## config.mk

```make
export PLATFORM = sky130hd
export DESIGN_NAME = bresenham_line_pixel_generator_top
export DESIGN_NICKNAME = d
export VERILOG_FILES = /design/src/sv/bresenham_line_pixel_generator_pkg.sv /design/src/sv/bresenham_line_pixel_generator_top.sv
export SDC_FILE = /design/constraint.sdc
export NUM_CORES = 1
export LEC_CHECK = 0
export ABC_CLOCK_PERIOD_IN_PS = 16830
export BUFFER_PORTS_ARGS = -buffer_cell sky130_fd_sc_hd__buf_2
export CAP_MARGIN = 20
export CORE_UTILIZATION = 48
export CTS_CLUSTER_SIZE = 20
export DETAILED_ROUTE_END_ITERATION = 8
export PLACE_DENSITY = 0.65
export SLEW_MARGIN = 30
export SYNTH_ARGS = -nofsm -noshare
export SYNTH_HDL_FRONTEND = slang
export SYNTH_SLANG_ARGS = --single-unit
```

## constraint.sdc

```tcl
create_clock -name clk -period 16.83 [get_ports clk]
set_input_delay 1.683 -clock clk [delete_from_list [all_inputs] [get_ports clk]]
set_output_delay 1.683 -clock clk [all_outputs]
set_load 0.01 [all_outputs]
```

## src/sv/bresenham_line_pixel_generator_pkg.sv

```systemverilog
package blpg_pkg;

  localparam int COORD_BITS = 12;
  localparam int DELTA_BITS = COORD_BITS + 1;
  localparam int ERR_BITS   = COORD_BITS + 2;

  localparam logic OP_START = 1'b0;
  localparam logic OP_STEP  = 1'b1;

  typedef struct packed {
    logic                          op;
    logic signed [COORD_BITS-1:0]  start_x;
    logic signed [COORD_BITS-1:0]  start_y;
    logic signed [COORD_BITS-1:0]  end_x;
    logic signed [COORD_BITS-1:0]  end_y;
  } line_req_t;

  typedef struct packed {
    logic signed [COORD_BITS-1:0]  pixel_x;
    logic signed [COORD_BITS-1:0]  pixel_y;
    logic                          pixel_valid;
    logic                          last_pixel;
  } pixel_t;

endpackage

```

## src/sv/bresenham_line_pixel_generator_top.sv

```systemverilog
// Bresenham line rasterizer. A start request (op = start) carries two signed
// endpoints and returns the first pixel of the line; each step request
// returns the next pixel, with last_pixel set on the final one. Step
// requests after the end of a line, or before any start, return a result
// with pixel_valid low and zero coordinates. Exactly one result comes back
// for every request, in order. One request is taken per clock cycle while
// results are taken as fast as they come. A request is held in the input
// register; its result is computed from it and loaded into the result
// register, where it is held until taken. A stalled output holds the
// result register and, with the input register full, holds off the input.
// The start setup (axis differences, steepness compare, endpoint ordering
// and the first error update) is the longest path and sets the clock rate.
module bresenham_line_pixel_generator_top (
  input  logic               clk,
  input  logic               rst_n,
  input  logic               in_valid,
  output logic               in_ready,
  input  blpg_pkg::line_req_t in_data,
  output logic               out_valid,
  input  logic               out_ready,
  output blpg_pkg::pixel_t    out_data
);

  localparam int CW = blpg_pkg::COORD_BITS;
  localparam int DW = blpg_pkg::DELTA_BITS;
  localparam int EW = blpg_pkg::ERR_BITS;

  logic                req_valid_r;
  blpg_pkg::line_req_t req_r;
  logic                out_valid_r;
  blpg_pkg::pixel_t    out_data_r;

  logic                line_active_r, line_active_nxt;
  logic                steep_r, steep_nxt;
  logic [CW-1:0]       major_pos_r, major_pos_nxt;
  logic [CW-1:0]       minor_pos_r, minor_pos_nxt;
  logic [CW-1:0]       major_end_r, major_end_nxt;
  logic [DW-1:0]       major_delta_r, major_delta_nxt;
  logic [DW-1:0]       minor_delta_r, minor_delta_nxt;
  logic [EW-1:0]       error_r, error_nxt;
  logic                minor_down_r, minor_down_nxt;
  blpg_pkg::pixel_t    pixel_nxt;

  logic                advance;
  logic                proc_fire;

  logic [DW-1:0]       dx, dy, adx, ady;
  logic                s_steep, s_swap;
  logic [CW-1:0]       a_maj, a_min, b_maj, b_min;
  logic [CW-1:0]       o_maj, o_min, o_maj_end, o_min_end;
  logic [DW-1:0]       s_major_delta, s_dmin, s_minor_delta;
  logic                s_minor_down;

  logic                is_start;
  logic                cur_steep, cur_down, cur_last;
  logic [CW-1:0]       cur_major, cur_minor, cur_end;
  logic [DW-1:0]       cur_md, cur_mind;
  logic [EW-1:0]       cur_err, err_sub, err_add;

  assign advance   = !out_valid_r || out_ready;
  assign in_ready  = !req_valid_r || advance;
  assign proc_fire = req_valid_r && advance;
  assign out_valid = out_valid_r;
  assign out_data  = out_data_r;

  always_comb begin
    dx = {req_r.end_x[CW-1], req_r.end_x} - {req_r.start_x[CW-1], req_r.start_x};
    dy = {req_r.end_y[CW-1], req_r.end_y} - {req_r.start_y[CW-1], req_r.start_y};
    adx = dx[DW-1] ? -dx : dx;
    ady = dy[DW-1] ? -dy : dy;
    s_steep = ady > adx;
    if (s_steep) begin
      a_maj = req_r.start_y;
      a_min = req_r.start_x;
      b_maj = req_r.end_y;
      b_min = req_r.end_x;
    end else begin
      a_maj = req_r.start_x;
      a_min = req_r.start_y;
      b_maj = req_r.end_x;
      b_min = req_r.end_y;
    end
    s_swap = $signed(a_maj) > $signed(b_maj);
    o_maj     = s_swap ? b_maj : a_maj;
    o_min     = s_swap ? b_min : a_min;
    o_maj_end = s_swap ? a_maj : b_maj;
    o_min_end = s_swap ? a_min : b_min;
    s_major_delta = {o_maj_end[CW-1], o_maj_end} - {o_maj[CW-1], o_maj};
    s_dmin        = {o_min_end[CW-1], o_min_end} - {o_min[CW-1], o_min};
    s_minor_delta = s_dmin[DW-1] ? -s_dmin : s_dmin;
    s_minor_down  = !($signed(o_min) < $signed(o_min_end));
  end

  always_comb begin
    is_start  = (req_r.op == blpg_pkg::OP_START);
    cur_steep = is_start ? s_steep : steep_r;
    cur_major = is_start ? o_maj : major_pos_r;
    cur_minor = is_start ? o_min : minor_pos_r;
    cur_end   = is_start ? o_maj_end : major_end_r;
    cur_md    = is_start ? s_major_delta : major_delta_r;
    cur_mind  = is_start ? s_minor_delta : minor_delta_r;
    cur_err   = is_start ? {2'b00, s_major_delta[DW-1:1]} : error_r;
    cur_down  = is_start ? s_minor_down : minor_down_r;
    cur_last  = (cur_major == cur_end);
    err_sub   = cur_err - {1'b0, cur_mind};
    err_add   = err_sub + {1'b0, cur_md};

    line_active_nxt = line_active_r;
    steep_nxt       = steep_r;
    major_pos_nxt   = major_pos_r;
    minor_pos_nxt   = minor_pos_r;
    major_end_nxt   = major_end_r;
    major_delta_nxt = major_delta_r;
    minor_delta_nxt = minor_delta_r;
    error_nxt       = error_r;
    minor_down_nxt  = minor_down_r;
    pixel_nxt       = '0;

    if (is_start || line_active_r) begin
      steep_nxt       = cur_steep;
      major_end_nxt   = cur_end;
      major_delta_nxt = cur_md;
      minor_delta_nxt = cur_mind;
      minor_down_nxt  = cur_down;
      major_pos_nxt   = cur_major;
      minor_pos_nxt   = cur_minor;
      error_nxt       = cur_err;
      pixel_nxt.pixel_x     = cur_steep ? cur_minor : cur_major;
      pixel_nxt.pixel_y     = cur_steep ? cur_major : cur_minor;
      pixel_nxt.pixel_valid = 1'b1;
      pixel_nxt.last_pixel  = cur_last;
      line_active_nxt       = !cur_last;
      if (!cur_last) begin
        major_pos_nxt = cur_major + CW'(1);
        if (err_sub[EW-1]) begin
          minor_pos_nxt = cur_down ? cur_minor - CW'(1) : cur_minor + CW'(1);
          error_nxt     = err_add;
        end else begin
          error_nxt = err_sub;
        end
      end
    end
  end

  always_ff @(posedge clk) begin
    if (!rst_n) begin
      req_valid_r   <= 1'b0;
      out_valid_r   <= 1'b0;
      line_active_r <= 1'b0;
    end else begin
      if (in_ready) begin
        req_valid_r <= in_valid;
      end
      if (advance) begin
        out_valid_r <= req_valid_r;
      end
      if (proc_fire) begin
        line_active_r <= line_active_nxt;
      end
    end
  end

  always_ff @(posedge clk) begin
    if (in_ready && in_valid) begin
      req_r <= in_data;
    end
    if (proc_fire) begin
      out_data_r    <= pixel_nxt;
      steep_r       <= steep_nxt;
      major_pos_r   <= major_pos_nxt;
      minor_pos_r   <= minor_pos_nxt;
      major_end_r   <= major_end_nxt;
      major_delta_r <= major_delta_nxt;
      minor_delta_r <= minor_delta_nxt;
      error_r       <= error_nxt;
      minor_down_r  <= minor_down_nxt;
    end
  end

  a_invalid_zero: assert property (@(posedge clk) disable iff (!rst_n)
    out_valid_r && !out_data_r.pixel_valid |->
      out_data_r.pixel_x == '0 && out_data_r.pixel_y == '0 && !out_data_r.last_pixel)
    else $error("invalid result carries nonzero fields");

  a_last_ends: assert property (@(posedge clk) disable iff (!rst_n)
    proc_fire && pixel_nxt.last_pixel |=> !line_active_r)
    else $error("line still active after last pixel");

  a_err_nonneg: assert property (@(posedge clk) disable iff (!rst_n)
    line_active_r |-> !error_r[EW-1])
    else $error("error term negative on active line");

  a_major_bound: assert property (@(posedge clk) disable iff (!rst_n)
    line_active_r |-> $signed(major_pos_r) <= $signed(major_end_r))
    else $error("major position past line end");

endmodule
```

==> out/summary.log, run 1 <==
INFO  run_status     run_status=completed
INFO  timing         timing.final.max_slew_violations=0
INFO  placed_design  dp_hpwl=26.8mm
INFO  layout         ratio_of_cells_with_drive_above_1_in_the_final_layout=10.8%
INFO  global_route   first_global_vias=10317
INFO  setup_path     crit_arrival=14.58ns
INFO  logic_synthesis yosysWarnings=0
INFO  global_route   grt.overflow.total=0
INFO  clock_network  clk_pin_slew_worst_paths=0.07ns
INFO  layout         area_growth=10.3%
INFO  timing         report.final.hold_viol_count=0
INFO  clock_network  post_cts_buffers=0
INFO  logic_synthesis yosysMostFrequentCell=nand2_1
INFO  flow_run       max-cap-violations=0
INFO  logic_synthesis synth-edff-count=153
INFO  setup_path     cpPeakStageDelay=0.77ns
INFO  setup_path     end_kind=register
INFO  timing         timing.slew.headroom=38.6%
INFO  clock_network  holdBufCountCts=0
INFO  timing         worst_slew_pin_slew=0.918ns
INFO  placed_design  globalplace.congestion=0.956
INFO  setup_path     worstSetupStartpointType=register
INFO  timing         clock-skew-final=0.0165ns
INFO  global_route   grt_max_degree=60
INFO  timing         rsz0062_at_grt=false
INFO  global_route   grt_pass1_wl=54.3mm
INFO  setup_path     path_common_cell=a21oi_1
INFO  timing         finalWorstPathRequiredPeriod=14.40ns
INFO  clock_network  ctsRootBufferMaster=clkbuf_16
INFO  logic_synthesis ys.flop_type=edfxtp_1
INFO  layout         fin_nets=1671
INFO  clock_network  numClockSinks=156
INFO  clock_network  cts-htree-levels=4
INFO  logic_synthesis ys_types=78
INFO  detailed_routing drt_iter0_markers=794
INFO  logic_synthesis syn_nets=1612
INFO  logic_synthesis post_synth_main_area_contributors=edfxtp_1 (35%), ha_1 (9.9%), mux2i_1 (6.2%), nand2_1 (5.9%), xnor2_1 (4.0%)
INFO  floorplanning  core-area=26900squm
INFO  setup_path     timing_worst_setup_path_type=reg -> reg
INFO  logic_synthesis syn_area=13100squm
INFO  placed_design  numPortBuffers=80
INFO  layout         num_antenna_cells=0
INFO  clock_network  clock_tree_from_tritoncts=built
INFO  logic_synthesis area_leader_netlist=edfxtp_1
INFO  setup_path     critPathRequiredTime=17.00ns
INFO  floorplanning  floorplan.initialDensity=48.7%
INFO  logic_synthesis ys_seq_elements=156
INFO  detailed_routing antenna_violating_nets_post_route=0
INFO  floorplanning  dieArea=27900squm
INFO  detailed_routing via_count=10722
INFO  clock_network  clk_path_buf_depth=2
INFO  global_route   grt_antenna_before_repair=0
INFO  clock_network  cts-resized-gates=0
INFO  logic_synthesis synth.yosys.seq_area_share=35.6%
INFO  detailed_routing firstDrtPassIters=5
INFO  detailed_routing post_drt_wl_per_cell=18.5microns
INFO  detailed_routing totalWireLength=34.5mm
INFO  floorplanning  fp.dieW=167microns
INFO  timing         timing.final.setup_violations=0
INFO  clock_network  clk-insertion-delay-late=0.44ns
INFO  floorplanning  height_of_the_chip=167microns
INFO  setup_path     crit_slowest_cell=xor2_1
INFO  logic_synthesis postSynthAreaPerCell=9.02squm
INFO  min_path       timing.hold.worst.class=reg -> reg
INFO  logic_synthesis postSynth.asyncResetShare=0%
INFO  logic_synthesis synth_top_area_share=35.1%
INFO  clock_network  cts_buffers=17
INFO  timing         layout_worst_path_cycle_share=85.6%
INFO  setup_path     worst-path-max-fanout=53
INFO  detailed_routing route.detailed.vias_per_inst=5.76
INFO  timing         maxClockFrequency=69.4MHz
INFO  logic_synthesis synthesis.instances=1450
INFO  detailed_routing drc_errors=0
INFO  global_route   groute.usage.overall=25.2%
INFO  timing         timing.setup.tns=0ns
INFO  floorplanning  cell_row_count=60
INFO  logic_synthesis synth.top_cells.by_count=nand2_1 (205), edfxtp_1 (153), nor2_1 (125), ha_1 (103), inv_1 (97)
INFO  floorplanning  io_pins=81
through the flow:
stage	hold WS, ns	instance area [sq um]	util (%)	std cells	worst slack [ns]
floorplan	0.485	13100	-	1450	3.63
global placement	0.512	13800	51.3	1830	2.93
detailed placement	0.512	13800	51.4	1831	2.58
CTS	0.534	14400	53.7	1863	2.53
global route	0.556	14400	53.7	1863	1.20
finish	0.527	14400	53.7	1863	2.43
routing by layer:
| metal | global-route usage, % | routed length (microns) | up-vias | part of all wire, % |
|---|---|---|---|---|
| met5 | 0 | 0 | - | 0 |
| met4 | 11.6 | 1310 | 0 | 3.8 |
| met3 | 3.23 | 1600 | 73 | 4.6 |
| met2 | 40.6 | 15800 | 288 | 46 |
| met1 | 33.7 | 15800 | 5031 | 46 |
| li1 | - | - | 5330 | - |
sequential cells by signal, indices dropped and copies added (netlist names):
name	flops
req_r	49
out_data	26
error_r	14
major_delta_r	13
minor_delta_r	13
major_end_r	12
major_pos_r	12
minor_pos_r	12
line_active_r	1
minor_down_r	1
out_valid	1
req_valid_r	1
steep_r	1
worst paths after layout:
path,slack (ns),depth (start not counted),start,end
max reg2reg,2.43,58,req_r[12],minor_pos_r[11]
max,2.43,58,req_r[12],minor_pos_r[11]
min,0.53,1,req_valid_r,out_valid
min reg2reg,0.53,1,req_valid_r,out_valid
cell usage in the layout, fill, tap and decap left out, types with 16 or more instances in the layout:
| master | count |
|---|---|
| nor2b_1 | 29 |
| nand3_1 | 18 |
| edfxtp_1 | 153 |
| nor3_1 | 18 |
| nand2b_1 | 17 |
| inv_1 | 95 |
| buf_2 | 80 |
| xnor2_1 | 60 |
| clkbuf_16 | 17 |
| ha_1 | 103 |
| mux2i_1 | 81 |
| a211oi_1 | 34 |
| nand2_1 | 205 |
| a21o_1 | 16 |
| nor2_1 | 123 |
| or3_1 | 18 |
| xor2_1 | 52 |
| a21oi_1 | 74 |
| o21ai_0 | 84 |
final cells by class:
| class | instances | area, sq um |
|---|---|---|
| well taps | 341 | 427 |
| flip-flops and latches | 156 | 4650 |
| inverters | 100 | 375 |
| clock buffers | 19 | 433 |
| multi-input cells | 1141 | 7840 |
| repair buffers | 93 | 510 |
| fillers | 2448 | 12400 |
| clock inverters | 13 | 190 |
critical path, delay by kind of cell, from the launching register on:
family / cells / cell delay, ns
compound gates: 31 / 7.08
simple gates: 12 / 2.33
fa+ha+maj: 7 / 2.00
buf+inv: 5 / 1.27
xor+xnor: 3 / 1.01
flops: 1 / 0.42
cell families (layout without fill, tap and decap cells):
family / Yosys count / after routing / share of synthesized area [%]
DFF: 156 / 156 / 35.6
AOI/OAI and AO/OA: 334 / 334 / 16.8
xor gates and xnor gates: 112 / 112 / 7.50
buffers and inverters: 153 / 225 / 4.66
muxes: 94 / 94 / 7.34
and+or+nand+nor: 492 / 492 / 17.4
adders and majority gates: 109 / 109 / 10.8
Power of run 1 is not shown: default switching activity piles up to over one toggle a cycle in this logic, so the estimate is an artifact.
==> run 2: changes to the inputs <==
--- a/config.mk
+++ b/config.mk
@@ -11,6 +11,7 @@
 export CORE_UTILIZATION = 48
 export CTS_CLUSTER_SIZE = 20
 export DETAILED_ROUTE_END_ITERATION = 8
+export MAX_ROUTING_LAYER = met4
 export PLACE_DENSITY = 0.65
 export SLEW_MARGIN = 30
 export SYNTH_ARGS = -nofsm -noshare
==> out/summary.log, run 2 (synthesis results as in run 1) <==
INFO  detailed_routing totalWireLength=35.4mm [+2.6%]
INFO  clock_network  cts-resized-gates=0 [unchanged]
INFO  setup_path     critPathRequiredTime=17.01ns [about the same]
INFO  timing         clock-skew-final=0.0128ns [-0.00367 ns]
INFO  timing         timing.slew.headroom=38.4% [-0.14 points]
INFO  global_route   grt_antenna_before_repair=0 [unchanged]
INFO  layout         area_growth=9.95%
INFO  global_route   first_global_vias=10580 [+2.5%]
INFO  placed_design  placed_cell_area=13800squm [-0.12%]
INFO  layout         ratio_of_cells_with_drive_above_1_in_the_final_layout=10.8% [about the same]
INFO  detailed_routing firstDrtPassIters=6 [+1]
INFO  setup_path     worstSetupStartpointType=register
INFO  global_route   groute.usage.overall=26.8% [+1.7 points]
INFO  min_path       min_to=out_valid
INFO  placed_design  globalplace.congestion=0.952 [-0.37%]
INFO  detailed_routing route.detailed.vias_per_inst=5.75 [about the same]
INFO  clock_network  numClockSinks=156 [unchanged]
INFO  setup_path     worst-path-max-fanout=53 [unchanged]
INFO  floorplanning  height_of_the_chip=167microns [unchanged]
INFO  timing         timing.setup.tns=0ns [unchanged]
INFO  layout         final_standard_cell_area_without_fillers=14400squm [-0.35%]
INFO  setup_path     timing.rr.end=minor_pos_r[11]
INFO  layout         final.fill_count=2484 [+1.5%]
INFO  clock_network  cts-htree-levels=4 [unchanged]
INFO  setup_path     crit_slowest_cell=xor2_1
INFO  clock_network  holdBufCountCts=0 [unchanged]
INFO  flow_run       max-cap-violations=0 [unchanged]
INFO  setup_path     cpPeakStageDelay=0.78ns [about the same]
INFO  global_route   use_met2=43.5% [+2.9 points]
INFO  timing         layout_worst_path_cycle_share=85.6% [about the same]
INFO  placed_design  numPortBuffers=80 [unchanged]
INFO  setup_path     timing_worst_setup_path_type=reg -> reg
INFO  setup_path     worst_r2r_startpoint=req_r[24]
INFO  setup_path     path_common_cell=a21oi_1
INFO  timing         report.final.hold_viol_count=0 [unchanged]
INFO  placed_design  dp_worst_setup_slack=2.64ns [+0.0603 ns]
INFO  clock_network  post_cts_buffers=0 [unchanged]
INFO  floorplanning  dieArea=27900squm [unchanged]
INFO  run_status     run_status=completed
INFO  global_route   grt_pass1_wl=56.3mm [+3.6%]
INFO  clock_network  ctsRootBufferMaster=clkbuf_16
INFO  floorplanning  fp.dieW=167microns [unchanged]
INFO  setup_path     number_of_cell_instances_on_the_worst_register_to_register_path=56 [-3.4%]
INFO  detailed_routing post_drt_wl_per_cell=19.0microns [+2.7%]
INFO  min_path       timing.hold.worst.start=req_valid_r
INFO  timing         rsz0062_at_grt=false
INFO  clock_network  clk_path_buf_depth=2 [unchanged]
INFO  floorplanning  io_pins=81 [unchanged]
INFO  timing         timing.final.max_slew_violations=0 [unchanged]
INFO  layout         largest_reg_flops=49 [unchanged]
INFO  layout         mostFrequentLayoutCells=nand2_1 (205), edfxtp_1 (153), nor2_1 (123)
INFO  clock_network  clock_tree_from_tritoncts=built
INFO  layout         num_antenna_cells=0 [unchanged]
INFO  setup_path     end_kind=register
INFO  layout         largest-register=req_r
INFO  setup_path     timing.reg2reg.setup_slack=2.42ns [about the same]
INFO  placed_design  dp_hpwl=27.3mm [+1.9%]
INFO  timing         maxClockFrequency=69.4MHz [about the same]
INFO  layout         fin_nets=1670 [-0.060%]
INFO  clock_network  clk_pin_slew_worst_paths=0.07ns [about the same]
INFO  timing         finalWorstPathRequiredPeriod=14.41ns [+0.00540 ns]
INFO  layout         mostFrequentLayoutCell=nand2_1
INFO  timing         worst_slew_pin_slew=0.920ns [+0.00209 ns]
INFO  detailed_routing antenna_violating_nets_post_route=0 [unchanged]
INFO  floorplanning  core-area=26900squm [unchanged]
INFO  detailed_routing drc_errors=0 [unchanged]
INFO  clock_network  cts_buffers=17 [unchanged]
INFO  global_route   grt.busiest_layer=met2
INFO  min_path       whs_path_depth=1 [unchanged]
INFO  setup_path     crit_arrival=14.59ns [about the same]
INFO  timing         final_ws_setup=2.42ns [-0.00540 ns]
INFO  global_route   met3_usage=3.35% [+0.12 points]
INFO  floorplanning  floorplan.initialDensity=48.7% [unchanged]
INFO  global_route   grt_use_met1=34.5% [+0.89 points]
INFO  floorplanning  cell_row_count=60 [unchanged]
INFO  clock_network  clk-insertion-delay-late=0.44ns [about the same]
INFO  min_path       timing.hold.worst.class=reg -> reg
INFO  timing         timing.final.setup_violations=0 [unchanged]
INFO  detailed_routing drt_iter0_markers=837 [+5.4%]
INFO  global_route   grt_max_degree=79 [+32%]
INFO  detailed_routing via_count=10707 [-0.14%]
INFO  global_route   grt.overflow.total=0 [unchanged]
## run 2: cell count changes in the layout (fill, tap and decap cells not counted), sizes merged
cell	before	now
inv	100	103
clkinvlp	3	4
clkbuf	19	18
clkinv	6	5
buf	93	92
bufinv	4	2
## run 2: critical path: cells and delay by family (launching register included)
family                     cells  cell delay (ns)
AOI/OAI and AO/OA             30             6.79
xor gates and xnor gates       3             0.99
adders and majority gates      7             2.23
buffers and inverters          3             1.04
DFF                            1             0.44
and+or+nand+nor               13             2.59
## run 2: stage by stage
| stage | hold slack (ns) | std cells | utilization (%) |
|---|---|---|---|
| 2_1_floorplan | 0.485 | 1450 | - |
| 3_3_place_gp | 0.512 | 1830 | 51.3 |
| 3_5_place_dp | 0.519 | 1830 | 51.3 |
| 4_1_cts | 0.531 | 1862 | 53.5 |
| 5_1_grt | 0.571 | 1862 | 53.5 |
| 6_report | 0.528 | 1862 | 53.5 |
## run 2: worst max path at each step
stage,start,cells after the start,to
after CTS,req_r[24],55,minor_pos_r[11]
final,req_r[24],56,minor_pos_r[11]
after global placement,req_r[24],55,minor_pos_r[11]
after floorplan,req_r[24],66,error_r[11]
after global routing,req_r[12],57,minor_pos_r[11]
after detailed placement,req_r[24],56,minor_pos_r[11]
## run 2: final cells by class
| cell class | instances | area (sq um) | share of cell area (%) |
|---|---|---|---|
| inverter | 100 | 375 | 2.61 |
| clock buffer | 18 | 429 | 2.98 |
| sequential | 156 | 4650 | 32.4 |
| timing repair buffer | 92 | 494 | 3.44 |
| tap | 341 | 427 | 2.97 |
| multi-input combinational | 1141 | 7840 | 54.5 |
| clock inverter | 14 | 160 | 1.11 |
## run 2: routing by layer
metal / share of wire, % / routed length [microns]
met4: 2.5 / 893
met5: 0 / 0
met1: 46 / 16300
met2: 48 / 16900
met3: 3.8 / 1330
Power of run 2 is left out for the same reason.
